$ cat src/rtl/hss_pkg.sv
// ----------------------------------------------------------------------------
// Half-step stepper sequencer package
// Operation codes, item types, constants and the half-step coil table.
// ----------------------------------------------------------------------------
package hss_pkg;

    typedef logic [1:0] opcode_t;

    localparam opcode_t OP_TICK       = 2'd0;
    localparam opcode_t OP_MOVE_STEPS = 2'd1;
    localparam opcode_t OP_MOVE_ANGLE = 2'd2;
    localparam opcode_t OP_STOP       = 2'd3;

    localparam int          ADDR_W              = 2;
    localparam logic [1:0]  ADDR_STEPS_PER_REV  = 2'd0;
    localparam logic [15:0] STEPS_PER_REV_RESET = 16'd4096;

    localparam logic [30:0] STEPS_MAX = 31'h7FFF_FFFF;

    // Division by 360 is a shift by three and a division by 45. The
    // reciprocal is floor(2^28 / 45), which undershoots by at most one.
    localparam int          RECIP_SHIFT = 28;
    localparam logic [22:0] RECIP_45    = 23'd5965232;
    localparam logic [27:0] DIVISOR_45  = 28'd45;

    typedef struct packed {
        opcode_t            op;
        logic signed [31:0] step_count;
        logic signed [15:0] angle_deg;
        logic [15:0]        step_period;
    } in_item_t;

    typedef struct packed {
        opcode_t     op;
        logic        neg;
        logic [30:0] mag;
        logic [15:0] period;
    } move_cmd_t;

    typedef struct packed {
        logic adv2;
        logic adv3;
        logic adv4;
    } pipe_ctl_t;

    typedef struct packed {
        logic advance;
        logic valid;
    } core_ctl_t;

    function automatic logic [3:0] coil_lookup(input logic [2:0] phase);
        logic [3:0] pattern;
        case (phase)
            3'd0:    pattern = 4'h1;
            3'd1:    pattern = 4'h3;
            3'd2:    pattern = 4'h2;
            3'd3:    pattern = 4'h6;
            3'd4:    pattern = 4'h4;
            3'd5:    pattern = 4'hC;
            3'd6:    pattern = 4'h8;
            3'd7:    pattern = 4'h9;
            default: pattern = 4'h0;
        endcase
        return pattern;
    endfunction

endpackage

$ cat src/rtl/half_step_stepper_move_sequencer_top.sv
// ----------------------------------------------------------------------------
// Half-step stepper move sequencer
// Items pass item_reg, the s2 and s3 stages, cmd_reg and the core result register.
// Throughput: one item per cycle unless m_ready stalls the five registers.
// The output register holds a waiting result while earlier stages still fill.
// Reset is synchronous and active low: the pipeline empties, the motion state
// clears with all coils released, and steps_per_rev returns to 4096.
// ----------------------------------------------------------------------------
module half_step_stepper_move_sequencer_top
    import hss_pkg::*;
(
    input  logic               aclk,
    input  logic               aresetn,
    input  logic               psel,
    input  logic               penable,
    input  logic               pwrite,
    input  logic [ADDR_W-1:0]  paddr,
    input  logic [31:0]        pwdata,
    output logic [31:0]        prdata,
    output logic               pready,
    input  logic               s_valid,
    output logic               s_ready,
    input  logic [1:0]         s_opcode,
    input  logic signed [31:0] s_step_count,
    input  logic signed [15:0] s_angle_deg,
    input  logic [15:0]        s_step_period,
    output logic               m_valid,
    input  logic               m_ready,
    output logic [3:0]         m_coils,
    output logic               m_running,
    output logic               m_stepped
);

    logic [15:0] spr_reg;
    in_item_t    item_reg;
    logic        v1_reg, v2_reg, v3_reg, v4_reg;
    logic        adv_out, adv1;
    pipe_ctl_t   pipe_ctl;
    core_ctl_t   core_ctl;
    move_cmd_t   cmd;

    assign pready = 1'b1;
    assign prdata = (paddr == ADDR_STEPS_PER_REV) ? {16'd0, spr_reg} : 32'd0;

    always_ff @(posedge aclk) begin
        if (!aresetn) begin
            spr_reg <= STEPS_PER_REV_RESET;
        end else if (psel && penable && pwrite && pready
                     && (paddr == ADDR_STEPS_PER_REV)) begin
            spr_reg <= pwdata[15:0];
        end
    end

    always_comb begin
        adv_out       = !m_valid || m_ready;
        pipe_ctl.adv4 = !v4_reg || adv_out;
        pipe_ctl.adv3 = !v3_reg || pipe_ctl.adv4;
        pipe_ctl.adv2 = !v2_reg || pipe_ctl.adv3;
        adv1          = !v1_reg || pipe_ctl.adv2;
        core_ctl.advance = adv_out;
        core_ctl.valid   = v4_reg;
    end

    assign s_ready = adv1;

    always_ff @(posedge aclk) begin
        if (!aresetn) begin
            v1_reg <= 1'b0;
            v2_reg <= 1'b0;
            v3_reg <= 1'b0;
            v4_reg <= 1'b0;
        end else begin
            if (adv1) begin
                v1_reg <= s_valid;
            end
            if (pipe_ctl.adv2) begin
                v2_reg <= v1_reg;
            end
            if (pipe_ctl.adv3) begin
                v3_reg <= v2_reg;
            end
            if (pipe_ctl.adv4) begin
                v4_reg <= v3_reg;
            end
        end
    end

    always_ff @(posedge aclk) begin
        if (adv1) begin
            item_reg.op          <= s_opcode;
            item_reg.step_count  <= s_step_count;
            item_reg.angle_deg   <= s_angle_deg;
            item_reg.step_period <= s_step_period;
        end
    end

    hss_convert u_convert (
        .aclk          (aclk),
        .ctl           (pipe_ctl),
        .item          (item_reg),
        .steps_per_rev (spr_reg),
        .cmd           (cmd)
    );

    hss_core u_core (
        .aclk      (aclk),
        .aresetn   (aresetn),
        .ctl       (core_ctl),
        .cmd       (cmd),
        .m_valid   (m_valid),
        .m_coils   (m_coils),
        .m_running (m_running),
        .m_stepped (m_stepped)
    );

endmodule

$ cat src/rtl/hss_convert.sv
// ----------------------------------------------------------------------------
// Half-step stepper move converter
// Three pipeline stages that turn an item into a move command: step count
// magnitude and angle product, reciprocal division by 360, and correction.
// ----------------------------------------------------------------------------
module hss_convert
    import hss_pkg::*;
(
    input  logic        aclk,
    input  pipe_ctl_t   ctl,
    input  in_item_t    item,
    input  logic [15:0] steps_per_rev,
    output move_cmd_t   cmd
);

    logic [31:0] cnt_mag;
    logic [30:0] cnt_sat;
    logic [15:0] ang_mag;
    logic        item_neg;
    logic [31:0] prod;

    opcode_t     s2_op_reg;
    logic        s2_neg_reg;
    logic [30:0] s2_mag_reg;
    logic [15:0] s2_period_reg;
    logic [31:0] s2_prod_reg;

    logic [27:0] x_val;
    logic [50:0] recip_prod;

    opcode_t     s3_op_reg;
    logic        s3_neg_reg;
    logic [30:0] s3_mag_reg;
    logic [15:0] s3_period_reg;
    logic [27:0] s3_x_reg;
    logic [22:0] s3_q0_reg;

    logic [27:0] rem;
    logic [22:0] quot;

    move_cmd_t   cmd_reg;
    move_cmd_t   cmd_next;

    always_comb begin
        cnt_mag  = item.step_count[31] ? (32'd0 - item.step_count) : item.step_count;
        cnt_sat  = cnt_mag[31] ? STEPS_MAX : cnt_mag[30:0];
        ang_mag  = item.angle_deg[15] ? (16'd0 - item.angle_deg) : item.angle_deg;
        item_neg = (item.op == OP_MOVE_STEPS) ? item.step_count[31] : item.angle_deg[15];
        prod     = ang_mag * steps_per_rev;
    end

    always_ff @(posedge aclk) begin
        if (ctl.adv2) begin
            s2_op_reg     <= item.op;
            s2_neg_reg    <= item_neg;
            s2_mag_reg    <= cnt_sat;
            s2_period_reg <= item.step_period;
            s2_prod_reg   <= prod;
        end
    end

    always_comb begin
        x_val      = s2_prod_reg[30:3];
        recip_prod = {23'd0, x_val} * {28'd0, RECIP_45};
    end

    always_ff @(posedge aclk) begin
        if (ctl.adv3) begin
            s3_op_reg     <= s2_op_reg;
            s3_neg_reg    <= s2_neg_reg;
            s3_mag_reg    <= s2_mag_reg;
            s3_period_reg <= s2_period_reg;
            s3_x_reg      <= x_val;
            s3_q0_reg     <= recip_prod[RECIP_SHIFT +: 23];
        end
    end

    always_comb begin
        rem             = s3_x_reg - ({5'd0, s3_q0_reg} * DIVISOR_45);
        quot            = s3_q0_reg + {22'd0, (rem >= DIVISOR_45)};
        cmd_next.op     = s3_op_reg;
        cmd_next.neg    = s3_neg_reg;
        cmd_next.period = s3_period_reg;
        cmd_next.mag    = (s3_op_reg == OP_MOVE_ANGLE) ? {8'd0, quot} : s3_mag_reg;
    end

    always_ff @(posedge aclk) begin
        if (ctl.adv4) begin
            cmd_reg <= cmd_next;
        end
    end

    assign cmd = cmd_reg;

endmodule

$ cat src/rtl/hss_core.sv
// ----------------------------------------------------------------------------
// Half-step stepper sequencer core
// Holds the motion state, applies one move command per cycle while the output
// advances, and registers the result item.
// ----------------------------------------------------------------------------
module hss_core
    import hss_pkg::*;
(
    input  logic       aclk,
    input  logic       aresetn,
    input  core_ctl_t  ctl,
    input  move_cmd_t  cmd,
    output logic       m_valid,
    output logic [3:0] m_coils,
    output logic       m_running,
    output logic       m_stepped
);

    logic [2:0]  phase_reg,   phase_next;
    logic [30:0] steps_reg,   steps_next;
    logic        ccw_reg,     ccw_next;
    logic [15:0] reload_reg,  reload_next;
    logic [15:0] delay_reg,   delay_next;
    logic [3:0]  coil_reg,    coil_next;
    logic        stepped_reg, stepped_next;
    logic        valid_reg;

    logic [15:0] delay_dec;
    logic [30:0] steps_dec;
    logic [2:0]  phase_step;
    logic [15:0] period_eff;

    always_comb begin
        delay_dec    = delay_reg - 16'd1;
        steps_dec    = steps_reg - 31'd1;
        phase_step   = ccw_reg ? (phase_reg - 3'd1) : (phase_reg + 3'd1);
        period_eff   = (cmd.period == 16'd0) ? 16'd1 : cmd.period;
        phase_next   = phase_reg;
        steps_next   = steps_reg;
        ccw_next     = ccw_reg;
        reload_next  = reload_reg;
        delay_next   = delay_reg;
        coil_next    = coil_reg;
        stepped_next = 1'b0;
        case (cmd.op)
            OP_TICK: begin
                if (steps_reg != 31'd0) begin
                    delay_next = delay_dec;
                    if (delay_dec == 16'd0) begin
                        phase_next   = phase_step;
                        coil_next    = coil_lookup(phase_step);
                        stepped_next = 1'b1;
                        steps_next   = steps_dec;
                        if (steps_dec == 31'd0) begin
                            ccw_next   = 1'b0;
                            delay_next = 16'd0;
                            coil_next  = 4'h0;
                        end else begin
                            delay_next = reload_reg;
                        end
                    end
                end
            end
            OP_MOVE_STEPS, OP_MOVE_ANGLE: begin
                if (cmd.mag != 31'd0) begin
                    steps_next  = cmd.mag;
                    ccw_next    = cmd.neg;
                    reload_next = period_eff;
                    delay_next  = period_eff;
                end
            end
            OP_STOP: begin
                steps_next = 31'd0;
                ccw_next   = 1'b0;
                delay_next = 16'd0;
                coil_next  = 4'h0;
            end
            default: begin
            end
        endcase
    end

    always_ff @(posedge aclk) begin
        if (!aresetn) begin
            phase_reg   <= 3'd0;
            steps_reg   <= 31'd0;
            ccw_reg     <= 1'b0;
            reload_reg  <= 16'd0;
            delay_reg   <= 16'd0;
            coil_reg    <= 4'h0;
            stepped_reg <= 1'b0;
            valid_reg   <= 1'b0;
        end else if (ctl.advance) begin
            valid_reg <= ctl.valid;
            if (ctl.valid) begin
                phase_reg   <= phase_next;
                steps_reg   <= steps_next;
                ccw_reg     <= ccw_next;
                reload_reg  <= reload_next;
                delay_reg   <= delay_next;
                coil_reg    <= coil_next;
                stepped_reg <= stepped_next;
            end
        end
    end

    assign m_valid   = valid_reg;
    assign m_coils   = coil_reg;
    assign m_running = (steps_reg != 31'd0);
    assign m_stepped = stepped_reg;

endmodule

$ cat config.mk
export PLATFORM = sky130hd
export DESIGN_NAME = half_step_stepper_move_sequencer_top
export DESIGN_NICKNAME = d
export VERILOG_FILES = /design/src/rtl/hss_pkg.sv /design/src/rtl/half_step_stepper_move_sequencer_top.sv /design/src/rtl/hss_convert.sv /design/src/rtl/hss_core.sv
export SDC_FILE = /design/constraint.sdc
export NUM_CORES = 2
export LEC_CHECK = 0
export BUFFER_PORTS_ARGS = -buffer_cell sky130_fd_sc_hd__buf_2
export CORE_MARGIN = 1.5
export CORE_UTILIZATION = 40
export DETAILED_ROUTE_END_ITERATION = 6
export PLACE_DENSITY = 0.61
export SYNTH_ARGS = -nofsm -noshare
export SYNTH_HDL_FRONTEND = slang
export SYNTH_SLANG_ARGS = --single-unit
$ cat constraint.sdc
create_clock -name aclk -period 10.2 [get_ports aclk]
set_input_delay 0.51 -clock aclk [delete_from_list [all_inputs] [get_ports aclk]]
set_output_delay 0.51 -clock aclk [all_outputs]
set_load 0.1 [all_outputs]
Yosys cells after proc, flatten, opt, wreduce, memory -nomap -nowiden
Memories as Yosys holds them, arrays and structs flattened.
Cells that the tools add are included.

cells by class
  add/subtract/negate cells = 8
  $mul = 3
  magnitude comparators = 1
  equal/unequal tests = 9
  muxes and demuxes = 28
  reduce and logical (&&, ||, !) cells = 29

operator list
  cell                                                  count
  two-way mux 16 bit                                    7
  two-way mux 31 bit                                    3
  one-hot mux 31 bit (3 select lines)                   1
  nonzero test 31 bit                                   2
  one-hot mux 16 bit (3 select lines)                   1
  multiplier 28 x 19 -> 47 bit, second input constant   1
  logical NOT 16 bit                                    2
  two-way mux 32 bit                                    1
  subtractor 1 x 32 -> 32 bit, first input constant     1
  logical NOT 31 bit                                    1
  multiplier 16 x 16 -> 31 bit                          1
  subtractor 31 x 1 -> 31 bit, second input constant    1
  >= comparator 28 x 6 -> 1 bit, second input constant  1
  multiplier 23 x 6 -> 28 bit, second input constant    1
  subtractor 28 bit                                     1
  adder 23 x 1 -> 23 bit                                1
  two-way mux 23 bit                                    1
  subtractor 1 x 16 -> 16 bit, first input constant     1
  subtractor 16 x 1 -> 16 bit, second input constant    1
  AND reduction 5 bit                                   3
  two-way mux 4 bit                                     3
  two-way mux 1 bit                                     8
  one-hot mux 4 bit (2 select lines)                    1
  AND reduction 4 bit                                   2
  other kinds (16)                                      32

storage, ports and cells
  register bits after elaboration = 391
  memory bits (read-only) = 32
  input bits = 107
  output and inout port bits = 41
  word-level logic and storage cells = 112
  memories kept = 1

memories
  name              depth  width  rd ports  clocked after Yosys merged registers in  wr ports  RTL line       RTL
  (name not given)  8      4      1         0                                        0         hss_pkg.sv:53  case (phase)

Longest topological paths before layout
An unclocked memory read counts as a cell.

  depth after elaboration = 7
  gate-level depth with buffers = 29
  depth with buffers taken out = 28

By module
From an unflattened synthesis, not the netlist that was laid out.

second synthesis, totals
  cell total of the unflattened synthesis = 3651
  area total of the unflattened synthesis = 37045.5 sq um

by module, submodules not included
  module                                instances  cells each  area an instance (sq um)  sequential area each (sq um)
  hss_convert                           1          2795        28957.8                   6876.6
  hss_core                              1          664         5031.1                    1461.4
  half_step_stepper_move_sequencer_top  1          192         3056.7                    2382.3

Least setup slack after synthesis
Ideal clock, no wire load.

  path kind = register -> register
  start = register item_reg[22] (netlist name)
  end = register u_convert.s2_prod_reg[29], data pin
  library setup time = 258 ps
  arrival time = 7275 ps
  data required time = 9942 ps
  path slack = 2667 ps
  stages on the path, launching flop included = 23
  path buffers = 1
  clock period less this slack = 7533 ps
  path through = edfxtp_1 or4_1 or4_1 o31ai_1 xnor2_1 clkbuf_1 nand2_1 fa_1 fa_1 inv_1 fa_1 inv_1 fa_1 fa_1 fa_1 inv_1 ha_1 a2111oi_0 a211oi_1 or3_1 a31o_2 a21oi_1 xnor2_1

between the ends
  word-level cells in the longest chain between the ends = 3

ends and longest elaborated chain
  what                            RTL line                                    RTL
  start, declared                 half_step_stepper_move_sequencer_top.sv:35  in_item_t item_reg;
  subtractor 1 x 16 -> 16 bit     hss_convert.sv:47                           ang_mag = item.angle_deg[15] ? (16'd0 - item.angle_deg) : item.angle_deg;
  two-way mux 16 bit *            hss_convert.sv:47
  multiplier 16 x 16 -> 31 bit *  hss_convert.sv:49                           prod = ang_mag * steps_per_rev;
  via u_convert.prod[29]          hss_convert.sv:20                           logic [31:0] prod;
  end signal, assigned            hss_convert.sv:58                           s2_prod_reg <= prod;
  end, declared                   hss_convert.sv:26                           logic [31:0] s2_prod_reg;

Mark *: on every way through the listed nets, which the timed path passes. The rest lies on a longest branch.
A chain may end at the register's enable or synchronous reset.

Worst setup path after layout
  start = register item_reg[16] (netlist name)
  end = register u_convert.s2_prod_reg[29], data pin

The elaborated chain is that of the path after synthesis.

==> run_results.csv <==
group,metric,value,unit
timing,setup_viol,0,
clocking,cts_inserted_buffers,42,
global_routing,overflow,0,
synthesis,avgSynthCellArea,10.3,um2
layout,largest_reg_flops,66,
clocking,post-cts-setup-buffers,0,
global_routing,track_usage,17.5,%
layout,syn2layout_area_growth,8.85,%
timing,rsz0062_at_grt,"no",
floorplanning,start_util,40.3,%
synthesis,ys.flop_type,"edfxtp_1",
timing,drv_slew,0,
global_routing,grt_antenna_before_repair,2,
timing,fin_skew,0.0389,ns
route,drt_iter0_drc,1157,
layout,final_cell_mix,"inv_1, fa_1, ha_1",
run_status,status,"finished, final reports clean",
floorplanning,rows,110,
floorplanning,chipWidth,304,um
placed_design,hpwl,64100,um
setup_path,cp_max_fo,17,
timing,worstMarginPinSlew,1.08,ns
global_routing,grt_pass1_wl,131000,um
clocking,cts_tree,"yes",
synthesis,synth_area,36200,um2
route,postRouteAntennaNets,0,
setup_path,arrival,8.30,ns
synthesis,ys_async_sr_fraction,0,%
synthesis,ys_ff_latch,388,
clocking,postCtsHoldBufs,0,
placed_design,dp.cells,4726,
clocking,cts.path.max_buffers,3,
synthesis,synth.distinct_cells,76,
layout,nNetsFinal,4498,
global_routing,grt_pass1_vias,24400,
timing,setup_tns,0,ns
setup_path,cp-start-kind,"register",
placed_design,routabilityCongestion,0.887,
floorplanning,die_y,304,um
synthesis,yosysWarnings,0,
layout,drive_above_1_share,6.50,%
route,wire_per_inst,16.6,um
clocking,root_buffer,"clkbuf_16",
setup_path,required,10.52,ns
route,vias,23800,
setup_path,end_kind,"register",
floorplanning,ios,148,
run,maxCapViolations,0,
route,totalWireLength,79900,um
min_path,hold_path_class,"in -> reg",
layout,layout.cells.non_filler,4805,
timing,hold_viol_final,0,
timing,min_period,7.98,ns
route,route.detailed.drc,0,
clocking,cts_sinks,388,
clocking,cts.htree.levels,2,
setup_path,crit_type,"reg -> reg",
floorplanning,core_area,89900,um2
timing,period_share,78.3,%
synthesis,synth_edf_count,295,
clocking,clk_latency,0.60,ns
timing,max_slew_margin,27.9,%
layout,layout_commonest_cell,"inv_1",
route,first_pass_iters,5,
synthesis,yosysSeqAreaShare,29.6,%
placed_design,portBuffers,114,
clocking,cts_resized,0,
timing,fmax,125,MHz
synthesis,synth_cells,3520,
route,via_per_inst,4.96,
floorplanning,die-area,92400,um2
clocking,clkTransAtPathRegs,0.07,ns
global_routing,grt_start_max_net_pins,92,
==> layer usage <==
layer	wire length, um	share of wire (%)	vias up	GRT usage (%)
met2	36000	45	559	28.2
met1	37800	47	11600	24.3
met5	0	0	-	0
met4	1920	2.4	0	4.63
met3	4190	5.2	112	3.23
li1	-	-	11600	-
==> through the flow <==
step                      hold WS, ns  utilization, %  cell area, um2  setup WS, ns
after floorplan                 0.400               -           36300          2.67
after global placement          0.403            42.3           38000          2.30
after detailed placement        0.405            42.3           38000          2.24
after CTS                      0.0365            43.9           39400          2.24
after global routing           0.0329            43.9           39400          1.85
final                          0.0770            43.9           39500          2.22
==> path summary, 6_finish.rpt <==
| check | slack [ns] | depth (start not counted) | startpoint | to |
|---|---|---|---|---|
| min reg2reg | 0.39 | 0 | item_reg[2]$_DFFE_PP_ | u_convert.s2_period_reg[2]$_DFFE_PP_ |
| max reg2reg | 2.22 | 25 | item_reg[16]$_DFFE_PP_ | u_convert.s2_prod_reg[29]$_DFFE_PP_ |
| min | 0.08 | 1 | s_step_period[1] | item_reg[1]$_DFFE_PP_ |
| max | 2.22 | 25 | item_reg[16]$_DFFE_PP_ | u_convert.s2_prod_reg[29]$_DFFE_PP_ |
==> cell families (layout without fill, tap and decap cells) <==
group	count (synthesis)	in the layout	synth area share, %
and+or+nand+nor	884	884	12.2
buffers and inverters	803	896	8.58
adders and majority gates	798	798	36.6
AOI/OAI and AO/OA	431	431	7.77
DFF	388	388	29.6
xor gates and xnor gates	185	185	4.47
muxes	29	29	0.815
other	2	18	0.0207
==> layout make-up <==
type | instances | area [um2]
fill | 8515 | 50400
multi-input combinational | 2344 | 22500
sequential | 388 | 10700
inverter | 680 | 2550
tap | 1176 | 1470
clock buffer | 57 | 1170
timing repair buffer | 138 | 751
clock inverter | 21 | 244
antenna | 1 | 2.50
==> cells in the mapped netlist, types with 13 or more instances <==
| cell | number | area, um2 |
|---|---|---|
| nor2b_1 | 46 | 288 |
| nand3_1 | 31 | 155 |
| a21boi_0 | 22 | 165 |
| nor4_1 | 28 | 175 |
| a31oi_1 | 17 | 106 |
| xnor2_1 | 101 | 885 |
| o21a_1 | 15 | 113 |
| ha_1 | 361 | 4520 |
| dfxtp_1 | 93 | 1860 |
| and3_1 | 13 | 81.3 |
| fa_1 | 436 | 8730 |
| edfxtp_1 | 295 | 8860 |
| and2_1 | 151 | 945 |
| xor2_1 | 84 | 736 |
| nand4_1 | 20 | 125 |
| inv_1 | 680 | 2550 |
| nor3_1 | 35 | 175 |
| a21oi_1 | 84 | 420 |
| buf_4 | 17 | 128 |
| or3_1 | 16 | 100 |
| a22oi_1 | 18 | 135 |
| nor2_1 | 104 | 390 |
| o21ai_0 | 120 | 601 |
| nand2_1 | 355 | 1330 |
| mux2i_1 | 25 | 250 |
| nor3b_1 | 14 | 105 |
| nand2b_1 | 22 | 138 |
| clkbuf_1 | 94 | 353 |
| o31ai_1 | 22 | 165 |
| a221oi_1 | 23 | 201 |
| a21o_1 | 25 | 188 |
==> worst max-delay path, stage by stage (launching register included) <==
cell and delay [ns]:
edfxtp_1 0.71, inv_1 0.18, ha_1 0.20, nand2_1 0.10, or3_1 0.41, nand2_1 0.10, xnor2_1 0.13, buf_4 0.26
nand2_1 0.11, fa_1 0.55, fa_1 0.56, inv_1 0.05, fa_1 0.49, inv_1 0.05, fa_1 0.54, fa_1 0.43
fa_1 0.49, inv_1 0.04, ha_1 0.31, and2_1 0.18, a311oi_1 0.64, a211oi_1 0.25, or3_1 0.45, a31o_2 0.24
a21oi_1 0.17, xnor2_1 0.08
Power is not shown: default switching activity piles up to over one toggle a cycle in this logic, so the estimate is an artifact.
